File: src/hw/rtl/session_pid_table_top_defines.svh
// Assertion macros for the session pid table.
// Used by session_pid_table_top; expects clk and rst in scope.
`ifndef SESSION_PID_TABLE_TOP_DEFINES_SVH
`define SESSION_PID_TABLE_TOP_DEFINES_SVH
`ifndef SYNTHESIS
`define SPT_ASSERT_IMP(lbl, ante, cons) \
  lbl: assert property (@(posedge clk) disable iff (rst) (ante) |-> (cons)) \
    else $error("session table check failed");
`define SPT_ASSERT_NEXT(lbl, ante, cons) \
  lbl: assert property (@(posedge clk) disable iff (rst) (ante) |=> (cons)) \
    else $error("session table check failed");
`else
`define SPT_ASSERT_IMP(lbl, ante, cons)
`define SPT_ASSERT_NEXT(lbl, ante, cons)
`endif
`endif

File: src/hw/rtl/spt_pkg.sv
// Shared types and constants for the session pid table.
// No dependencies.
package spt_pkg;

  localparam int NUM_SLOTS     = 16;
  localparam int PIDS_PER_SLOT = 16;
  localparam int RESULT_CAP    = 16;
  localparam int SLOT_W        = 4;
  localparam int PIDX_W        = 4;
  localparam int CNT_W         = 5;
  localparam int K_W           = 4;
  localparam int MEM_DEPTH     = NUM_SLOTS * PIDS_PER_SLOT;
  localparam logic [31:0] BAD_ID = 32'd0;

  localparam logic [1:0] SS_TERM     = 2'd0;
  localparam logic [1:0] SS_ACTIVE   = 2'd1;
  localparam logic [1:0] SS_INACTIVE = 2'd2;

  typedef enum logic [3:0] {
    F_CREATE    = 4'd0,
    F_DESTROY   = 4'd1,
    F_SUSPEND   = 4'd2,
    F_RESUME    = 4'd3,
    F_ADD       = 4'd4,
    F_REMOVE    = 4'd5,
    F_BY_ID     = 4'd6,
    F_BY_PID    = 4'd7,
    F_BY_USER   = 4'd8,
    F_BY_INDEX  = 4'd9,
    F_TOUCH     = 4'd10,
    F_IS_LEADER = 4'd11,
    F_COUNT     = 4'd12
  } func_t;

  typedef struct packed {
    logic [3:0]  func;
    logic [31:0] sess_id;
    logic [31:0] user_id;
    logic [31:0] group_id;
    logic [31:0] proc_id;
    logic [3:0]  slot_index;
  } request_t;

  typedef struct packed {
    logic        ok;
    logic [3:0]  slot;
    logic [31:0] out_sess_id;
    logic [31:0] out_uid;
    logic [31:0] out_gid;
    logic [31:0] leader;
    logic [1:0]  sess_state;
    logic [4:0]  member_count;
    logic [31:0] activity;
    logic [31:0] signal_pid;
    logic [4:0]  total_sessions;
    logic        last;
  } result_t;

  typedef enum logic [3:0] {
    MOP_NONE, MOP_CREATE, MOP_END, MOP_SUSPEND, MOP_RESUME,
    MOP_ADD, MOP_REMOVE, MOP_LEADER, MOP_TOUCH
  } mop_t;

  typedef enum logic [1:0] {RA_MP, RA_MP1, RA_ZERO} rd_sel_t;
  typedef enum logic [1:0] {SIG_ZERO, SIG_RDATA, SIG_LEADER} sig_sel_t;

  typedef struct packed {
    logic     latch;
    logic     sp_clr;
    logic     sp_inc;
    logic     sp_idx;
    logic     mp_clr;
    logic     mp_inc;
    logic     k_inc;
    rd_sel_t  rd_sel;
    logic     wr_en;
    logic     wr_rdata;
    mop_t     mop;
    logic     emit;
    logic     emit_ok;
    logic     emit_show;
    sig_sel_t emit_sig;
    logic     emit_last;
  } dp_cmd_t;

  typedef struct packed {
    func_t func;
    logic  slot_hit;
    logic  sp_last;
    logic  valid_sp;
    logic  mp_lt_cnt;
    logic  mp1_lt_cnt;
    logic  cnt_full;
    logic  cnt_zero;
    logic  rd_eq_pid;
    logic  rd_eq_leader;
    logic  pid_eq_leader;
    logic  st_active;
    logic  st_inactive;
    logic  k_full;
  } dp_stat_t;

  typedef enum logic [4:0] {
    S_IDLE, S_DISP, S_SS, S_P_SLOT, S_P_CMP, S_H_SLOT, S_H_CMP,
    S_R_CHK, S_R_WR, S_R_END, S_R_LEAD, S_D_SLOT, S_D_CMP, S_D_LAST,
    S_IDX, S_FIN
  } ctrl_state_t;

endpackage

File: src/hw/rtl/spt_ctrl.sv
// Controller of the session pid table: sequences slot and member scans.
// Depends on spt_pkg; drives spt_dp through dp_cmd_t.
module spt_ctrl import spt_pkg::*; (
  input  logic     clk,
  input  logic     rst,
  input  logic     start,
  input  dp_stat_t stat,
  output dp_cmd_t  cmd,
  output logic     busy
);

  ctrl_state_t state, state_next;
  logic        fin_ok, fin_ok_next;
  logic        fin_show, fin_show_next;

  assign busy = (state != S_IDLE);

  always_ff @(posedge clk) begin
    if (rst) begin
      state    <= S_IDLE;
      fin_ok   <= 1'b0;
      fin_show <= 1'b0;
    end else begin
      state    <= state_next;
      fin_ok   <= fin_ok_next;
      fin_show <= fin_show_next;
    end
  end

  always_comb begin
    state_next    = state;
    fin_ok_next   = fin_ok;
    fin_show_next = fin_show;
    cmd           = '0;
    unique case (state)
      S_IDLE: begin
        if (start) begin
          cmd.latch  = 1'b1;
          state_next = S_DISP;
        end
      end
      S_DISP: begin
        unique case (stat.func)
          F_CREATE, F_REMOVE, F_BY_PID, F_TOUCH: state_next = S_P_SLOT;
          F_DESTROY, F_SUSPEND, F_RESUME, F_ADD, F_BY_ID, F_BY_USER, F_IS_LEADER:
            state_next = S_SS;
          F_BY_INDEX: begin
            cmd.sp_idx = 1'b1;
            state_next = S_IDX;
          end
          F_COUNT: begin
            fin_ok_next = 1'b1; fin_show_next = 1'b0; state_next = S_FIN;
          end
          default: begin
            fin_ok_next = 1'b0; fin_show_next = 1'b0; state_next = S_FIN;
          end
        endcase
      end
      S_SS: begin
        if (stat.slot_hit) begin
          fin_show_next = 1'b1;
          fin_ok_next   = 1'b1;
          state_next    = S_FIN;
          unique case (stat.func)
            F_CREATE: begin
              cmd.mop    = MOP_CREATE;
              cmd.wr_en  = 1'b1;
            end
            F_DESTROY: begin
              cmd.mop    = MOP_END;
              state_next = S_D_SLOT;
            end
            F_SUSPEND: begin
              if (stat.st_active) cmd.mop = MOP_SUSPEND;
              else fin_ok_next = 1'b0;
            end
            F_RESUME: begin
              if (stat.st_inactive) cmd.mop = MOP_RESUME;
              else fin_ok_next = 1'b0;
            end
            F_ADD: state_next = S_H_SLOT;
            default: ;
          endcase
        end else if (stat.sp_last) begin
          fin_ok_next = 1'b0; fin_show_next = 1'b0; state_next = S_FIN;
        end else begin
          cmd.sp_inc = 1'b1;
        end
      end
      S_P_SLOT: begin
        if (stat.valid_sp && stat.mp_lt_cnt) begin
          cmd.rd_sel = RA_MP;
          state_next = S_P_CMP;
        end else if (stat.sp_last) begin
          if (stat.func == F_CREATE) begin
            cmd.sp_clr = 1'b1;
            cmd.mp_clr = 1'b1;
            state_next = S_SS;
          end else begin
            fin_ok_next = 1'b0; fin_show_next = 1'b0; state_next = S_FIN;
          end
        end else begin
          cmd.sp_inc = 1'b1;
          cmd.mp_clr = 1'b1;
        end
      end
      S_P_CMP: begin
        if (stat.rd_eq_pid) begin
          fin_ok_next   = 1'b1;
          fin_show_next = 1'b1;
          state_next    = S_FIN;
          unique case (stat.func)
            F_CREATE: begin
              fin_ok_next = 1'b0; fin_show_next = 1'b0;
            end
            F_REMOVE: state_next = S_R_CHK;
            F_TOUCH:  cmd.mop = MOP_TOUCH;
            default: ;
          endcase
        end else begin
          cmd.mp_inc = 1'b1;
          state_next = S_P_SLOT;
        end
      end
      S_H_SLOT: begin
        fin_show_next = 1'b1;
        if (stat.mp_lt_cnt) begin
          cmd.rd_sel = RA_MP;
          state_next = S_H_CMP;
        end else if (stat.cnt_full) begin
          fin_ok_next = 1'b0; state_next = S_FIN;
        end else begin
          cmd.mop     = MOP_ADD;
          cmd.wr_en   = 1'b1;
          fin_ok_next = 1'b1;
          state_next  = S_FIN;
        end
      end
      S_H_CMP: begin
        if (stat.rd_eq_pid) begin
          fin_ok_next = 1'b0; fin_show_next = 1'b1; state_next = S_FIN;
        end else begin
          cmd.mp_inc = 1'b1;
          state_next = S_H_SLOT;
        end
      end
      S_R_CHK: begin
        if (stat.mp1_lt_cnt) begin
          cmd.rd_sel = RA_MP1;
          state_next = S_R_WR;
        end else begin
          cmd.mop    = MOP_REMOVE;
          state_next = S_R_END;
        end
      end
      S_R_WR: begin
        cmd.wr_en    = 1'b1;
        cmd.wr_rdata = 1'b1;
        cmd.mp_inc   = 1'b1;
        state_next   = S_R_CHK;
      end
      S_R_END: begin
        fin_ok_next = 1'b1; fin_show_next = 1'b1; state_next = S_FIN;
        if (stat.cnt_zero) begin
          cmd.mop = MOP_END;
        end else if (stat.pid_eq_leader) begin
          cmd.rd_sel = RA_ZERO;
          state_next = S_R_LEAD;
        end
      end
      S_R_LEAD: begin
        cmd.mop    = MOP_LEADER;
        state_next = S_FIN;
      end
      S_D_SLOT: begin
        if (stat.mp_lt_cnt) begin
          cmd.rd_sel = RA_MP;
          state_next = S_D_CMP;
        end else begin
          state_next = S_D_LAST;
        end
      end
      S_D_CMP: begin
        if (!stat.rd_eq_leader && !stat.k_full) begin
          cmd.emit      = 1'b1;
          cmd.emit_ok   = 1'b1;
          cmd.emit_show = 1'b1;
          cmd.emit_sig  = SIG_RDATA;
          cmd.k_inc     = 1'b1;
        end
        cmd.mp_inc = 1'b1;
        state_next = S_D_SLOT;
      end
      S_D_LAST: begin
        cmd.emit      = 1'b1;
        cmd.emit_ok   = 1'b1;
        cmd.emit_show = 1'b1;
        cmd.emit_sig  = SIG_LEADER;
        cmd.emit_last = 1'b1;
        state_next    = S_IDLE;
      end
      S_IDX: begin
        fin_ok_next   = stat.valid_sp;
        fin_show_next = stat.valid_sp;
        state_next    = S_FIN;
      end
      S_FIN: begin
        cmd.emit      = 1'b1;
        cmd.emit_ok   = fin_ok;
        cmd.emit_show = fin_show;
        cmd.emit_sig  = SIG_ZERO;
        cmd.emit_last = 1'b1;
        state_next    = S_IDLE;
      end
      default: state_next = S_IDLE;
    endcase
  end

endmodule

File: config.mk
export PLATFORM = sky130hd
export DESIGN_NAME = spt_ctrl
export DESIGN_NICKNAME = d
export VERILOG_FILES = /design/src/hw/rtl/session_pid_table_top_defines.svh /design/src/hw/rtl/spt_pkg.sv /design/src/hw/rtl/spt_ctrl.sv
export SDC_FILE = /design/constraint.sdc
export NUM_CORES = 1
export LEC_CHECK = 0
export BUFFER_PORTS_ARGS = -buffer_cell sky130_fd_sc_hd__buf_2
export CAP_MARGIN = 0
export CORE_ASPECT_RATIO = 0.9
export CORE_MARGIN = 5
export CORE_UTILIZATION = 30
export CTS_CLUSTER_SIZE = 24
export DETAILED_ROUTE_END_ITERATION = 7
export PLACE_DENSITY = 0.63
export SLEW_MARGIN = 10
export SYNTH_ARGS = -nofsm -noshare
export SYNTH_HDL_FRONTEND = slang
export SYNTH_SLANG_ARGS = --single-unit
File: constraint.sdc
create_clock -name clk -period 1.6 [get_ports clk]
set_input_delay 0 -clock clk [delete_from_list [all_inputs] [get_ports clk]]
set_output_delay 0 -clock clk [all_outputs]
set_load 0.005 [all_outputs]
==> metrics, run 1 <==
RePlAce Congestion 0.949; pin count of the biggest net entering global routing 16; met2 track demand over resource 0.278; clock input transition at the sequential cells of the worst setup and hold paths 40 ps; Hold Vio Cnt, Final 0; count of boundary I/O pins 42; number of antenna violations at the first check in global routing 0; worst min-delay path class in2reg; setup skew after layout 1.77 ps; max-slew violation count 0; fraction of the yosys area taken by sequential cells 0.108; outcome finished, violations left; hold path cells 2; warnings from Yosys 0; max-capacitance violation count 0; number of CTS-inserted buffers 3; CP Data Required Time 1600 ps; worst setup path class reg2out; overall die area 5030 um2; nets 262; Hold Path End fin_show; VDD IR max 680 uV; number of enable-type register cells in the synthesized netlist 0; post-route cell area 1680 um2; overall power 2.39 mW; global-route congestion overflow total 0; share of post-route cells with drive strength above 1 0.421; First DRT Iteration DRCs 240; clk root buf clkbuf_8; number of distinct standard cells referenced by the synthesized netlist 51; DRT Wirelength 4340 um; fmax 0.612 GHz; post-synthesis async set-or-reset flop share 0; violations in the final reports negative setup slack; most instantiated flip-flop cell in the synthesis netlist dfxtp_1; maximum clock path buffer count 2; Core Region 3650 um2; hold path startpoint rst; mapped cell area 1110 um2; GR Layer Usage met3 0.0223; number of remaining DRC errors 0; worst relative slew slack 0.730; actual transition at the worst max-transition pin 404 ps; fraction of met1 tracks used by global routing 0.240; cell count of the worst reg-to-reg path 7; hold buffer count at CTS 0; n_diodes 0; worst setup slack for register-to-register paths 40 ps; post-detailed-placement half-perimeter wirelength 3340 um; clock sink total 6; row cnt 21; busiest metal layer after global routing met2; Area growth syn-to-layout 51.2%; type of origin of the critical path register; count of vias placed by the detailed router 1571; CP Max Fanout 7; overall die width 74.2 um; post-synthesis area per instance 6.29 um2; clock period minus worst slack 1640 ps; average detailed-routed wire length per instance 15.2 um; P_leak 0.783 nW; power density over the cells 1420 nW/um2; utilization after layout 0.461; PnR worst setup slack -35.2 ps; H-Tree Depth 1; smallest hold slack 31.6 ps; number of nets in the synthesized netlist 197; first-pass GRT wire length 6770 um; worst r2r dst fin_ok; Data arrival, critical path 1640 ps; final-report setup violation count 2; setup repair after global routing missed its margin yes; total placed instance area 1530 um2; fill count 396; effective utilization at floorplan 0.305; vias per cell 5.49; total routing usage reported by global routing 0.170; antenna violation net count after detailed routing 0; I/O Buffers 41; Die Height 67.8 um; sort of element at the end of the critical path primary output; worst skew pair latency 220 ps; reg-to-reg critical path startpoint state[2]; Yosys reg bits 6; Period Utilization, post-route 1.02; cell count after synthesis 177; number of iterations in the first detailed-routing pass 4; clock tree from TritonCTS built; via count of the first global-routing pass 1414
==> final cells by class <==
type | count | area (um2) | area share
inverters | 9 | 33.8 | 0.0201
multi-input cells | 147 | 943 | 0.560
well taps | 46 | 57.6 | 0.0342
repair buffers | 75 | 477 | 0.283
flip-flops and latches | 6 | 131 | 0.0780
clock buffers | 3 | 41.3 | 0.0245
==> worst max-delay path: stages, from the launching register on <==
cell	delay (ps)
dfxtp_4	360
buf_6	130
nor2b_2	160
buf_4	160
and3_4	180
a221o_1	280
buf_2	140
==> worst max path at each step <==
stage | depth (start not counted) | endpoint | slack [ps] | from
after floorplan | 6 | fin_ok | 220 | state[2]
after global placement | 5 | fin_ok | -40 | state[1]
after detailed placement | 5 | fin_ok | -90 | state[1]
after CTS | 7 | cmd[8] | 2 | state[2]
after global routing | 7 | cmd[8] | -130 | state[2]
final | 6 | cmd[6] | -40 | state[0]
==> state kept, by name (all words and copies together), names as in the netlist <==
signal    count
state         4
fin_show      1
fin_ok        1
==> placed cells by master, fill, tap and decap left out, drive strengths merged, types with 2 or more instances in the layout <==
cell	count
buf	75
nand2	25
nor2	20
a21oi	17
o21ai	12
inv	9
nor2b	7
nand3	6
dfxtp	6
nand2b	5
a31oi	5
nor3	4
a41oi	4
nor4b	3
nand3b	3
clkbuf	3
and3	3
o2111ai	2
a21boi	2
mux2i	2
nor4	2
a211oi	2
o311ai	2
==> cell usage after synthesis (2+ instances only) <==
cell type	number	area, um2
a21boi_0	2	15.0
a21oi_1	17	85.1
a31oi_1	5	31.3
a41oi_1	3	26.3
and3_1	3	18.8
buf_2	11	55.1
buf_4	2	15.0
dfxtp_1	6	120
inv_1	9	33.8
mux2i_1	2	20.0
nand2_1	23	86.3
nand2_2	2	12.5
nand2b_1	5	31.3
nand3_1	6	30.0
nand3b_1	3	22.5
nor2_1	20	75.1
nor2b_1	7	43.8
nor3_1	4	20.0
nor4b_1	3	26.3
o2111ai_1	2	17.5
o21ai_0	12	60.1
==> power by group <==
part	switching [mW]	internal, mW	leakage [nW]	total [mW]
registers	0.0941	0.225	0.0513	0.319
clock network	0.0606	0.161	0.0216	0.222
logic	0.986	0.862	0.710	1.85
total	1.14	1.25	0.783	2.39
==> cell families after synthesis <==
logic type             Yosys count  synth area share
flip-flops                       6             0.108
AO/OA/AOI/OAI                   59             0.358
AND/OR/NAND/NOR                 86             0.408
buffers and inverters           24             0.108
multiplexers                     2            0.0180
==> per-layer routing <==
layer | vias to the layer above | part of all wire
met5 | - | 0
met4 | 0 | 0.011
met2 | 80 | 0.45
met1 | 710 | 0.45
li1 | 775 | -
met3 | 6 | 0.092
==> through the flow <==
| stage | TNS [ps] | setup WS, ps | std cells |
|---|---|---|---|
| after global routing | -482 | -132 | 286 |
| after global placement | -40.7 | -37.7 | 279 |
| after floorplan | 0 | 218 | 177 |
| after CTS | 0 | 1.87 | 284 |
| final | -38.6 | -35.2 | 286 |
| after detailed placement | -146 | -85.0 | 279 |
==> what timing repair did <==
| item | 4_1_cts | 5_1_grt |
|---|---|---|
| buffers inserted | 3 | 2 |
| setup endpoints to repair | 9 | 10 |
| cloned | 0 | 0 |
| pin swaps | 0 | 4 |
| gates resized for setup | 9 | 15 |
Note: power is estimated with default switching activity, not from simulation.
==> run 2, diff against run 1 <==
--- a/config.mk
+++ b/config.mk
@@ -12,4 +12,5 @@
 export CORE_UTILIZATION = 30
-export CTS_CLUSTER_SIZE = 24
+export CTS_CLUSTER_SIZE = 30
 export DETAILED_ROUTE_END_ITERATION = 7
+export GPL_TIMING_DRIVEN = 0
 export PLACE_DENSITY = 0.63
==> constraint.sdc (replaced) <==
create_clock -name clk -period 1.6 [get_ports clk]
set_input_delay 0.16 -clock clk [delete_from_list [all_inputs] [get_ports clk]]
set_output_delay 0.16 -clock clk [all_outputs]
set_load 0.005 [all_outputs]
==> metrics, run 2 (synthesis results as in run 1) <==
CP Data Required Time 1440 ps; VDD IR max 585 uV; hold buffer count at CTS 0; number of instances in the placed design 263; Largest regs state (4), fin_ok (1), fin_show (1); number of remaining DRC errors 0; CP Max Fanout 5; Core Region 3650 um2; DRT Wirelength 4460 um; Data arrival, critical path 1470 ps; RePlAce Congestion 0.958; number of antenna violations at the first check in global routing 0; PnR worst setup slack -31.5 ps; clock period minus worst slack 1630 ps; Die Height 67.8 um; effective utilization at floorplan 0.305; max-slew violation count 0; worst setup slack before clock tree synthesis -195 ps; maximum clock path buffer count 2; via count of the first global-routing pass 1450; final-report setup violation count 2; fmax 0.613 GHz; Total Neg Setup Slack -33.1 ps; setup skew after layout 0.542 ps; number of non-filler instances in the completed layout 273; violations in the final reports negative setup slack; worst min-delay path class in2reg; total routing usage reported by global routing 0.177; most used cells in the layout excluding fill and tap cells buf_2 (45), nand2_1 (23), nor2_1 (17), a21oi_1 (17), buf_4 (12); setup repair after global routing missed its margin yes; n_diodes 0; clock tree from TritonCTS built; most common cell after layout, fill and taps aside buf_2; worst relative slew slack 0.704; I/O Buffers 40; type of origin of the critical path register; overall die width 74.2 um; share of post-route cells with drive strength above 1 0.427; outcome finished, violations left; met2 wire len 2060 um; average detailed-routed wire length per instance 16.3 um; clock sink total 6; clk root buf clkbuf_8; worst skew pair latency 220 ps; detailed-routed wire length on met3 484 um; utilization after layout 0.447; global-route congestion overflow total 0; row cnt 21; pin count of the biggest net entering global routing 20; actual transition at the worst max-transition pin 443 ps; Area growth syn-to-layout 46.7%; post-detailed-placement half-perimeter wirelength 3160 um; Period Utilization, post-route 1.02; max-capacitance violation count 0; nets 249; vias per cell 5.77; number of iterations in the first detailed-routing pass 5; count of boundary I/O pins 42; worst setup path class reg2out; count of vias placed by the detailed router 1574; clock input transition at the sequential cells of the worst setup and hold paths 40 ps; P_leak 0.730 nW; sort of element at the end of the critical path primary output; Met1 Wirelength 1850 um; H-Tree Depth 1; number of flip-flops under the largest register name 4; first-pass GRT wire length 6990 um; overall die area 5030 um2; highest metal used met4; power density over the cells 1440 nW/um2; First DRT Iteration DRCs 160; register name with the most flops state; antenna violation net count after detailed routing 0; Hold Vio Cnt, Final 0; number of CTS-inserted buffers 3
==> run 2: cell types whose count changed in the layout (fill, tap and decap cells not counted), moves of 3 or more <==
cell	delta
buf_2	+4
buf_4	-20
buf_6	+3
dfxtp_2	+3
==> run 2: final cells by class <==
cell class | count | area (um2)
sequential | 6 | 128
buffer | 12 | 88.8
timing repair buffer | 50 | 277
multi-input combinational | 147 | 1010
inverter | 9 | 33.8
fill | 395 | 2020
clock buffer | 3 | 41.3
tap | 46 | 57.6
==> run 2: layer usage <==
metal	vias up	track usage
met4	0	0.0333
met1	726	0.253
met2	95	0.283
li1	747	-
met5	-	0
met3	6	0.0253
==> run 2: path summary, 6_finish.rpt <==
path / endpoint / slack (ps) / startpoint / depth (start not counted)
max: cmd[8] / -30 / state[2] / 6
min: fin_show / 180 / rst / 2
max reg2reg: fin_ok / 60 / state[3] / 7
min reg2reg: fin_ok / 470 / fin_ok / 2
==> run 2: critical path: stages (launching register included) <==
cell and delay [ps]:
dfxtp_2 330, and2b_2 260, nand3_4 90, nor3_4 220, a41oi_2 160, nand2_1 80
buf_2 100
==> run 2: where the power goes <==
group | switching, mW | total [mW] | internal [mW]
Combinational | 1.05 | 1.84 | 0.790
Clock | 0.0613 | 0.223 | 0.161
Sequential | 0.0728 | 0.296 | 0.223
==> run 2: metrics by stage <==
stage          power (mW)  instance area [um2]  hold WS (ps)
5_1_grt              2.55                 1630           192
2_1_floorplan        1.25                 1110           225
3_5_place_dp         1.64                 1370           408
3_3_place_gp         1.65                 1370           410
6_report             2.36                 1630           176
4_1_cts              2.17                 1560           177
==> run 2: timing repair <==
item                                    CTS  global route
pin swaps                                 6             7
gates cloned                              1             0
endpoints found under the setup margin   14            18
endpoints found under the hold margin     0             0
setup buffers                             7             2
gates resized for setup                  31            16
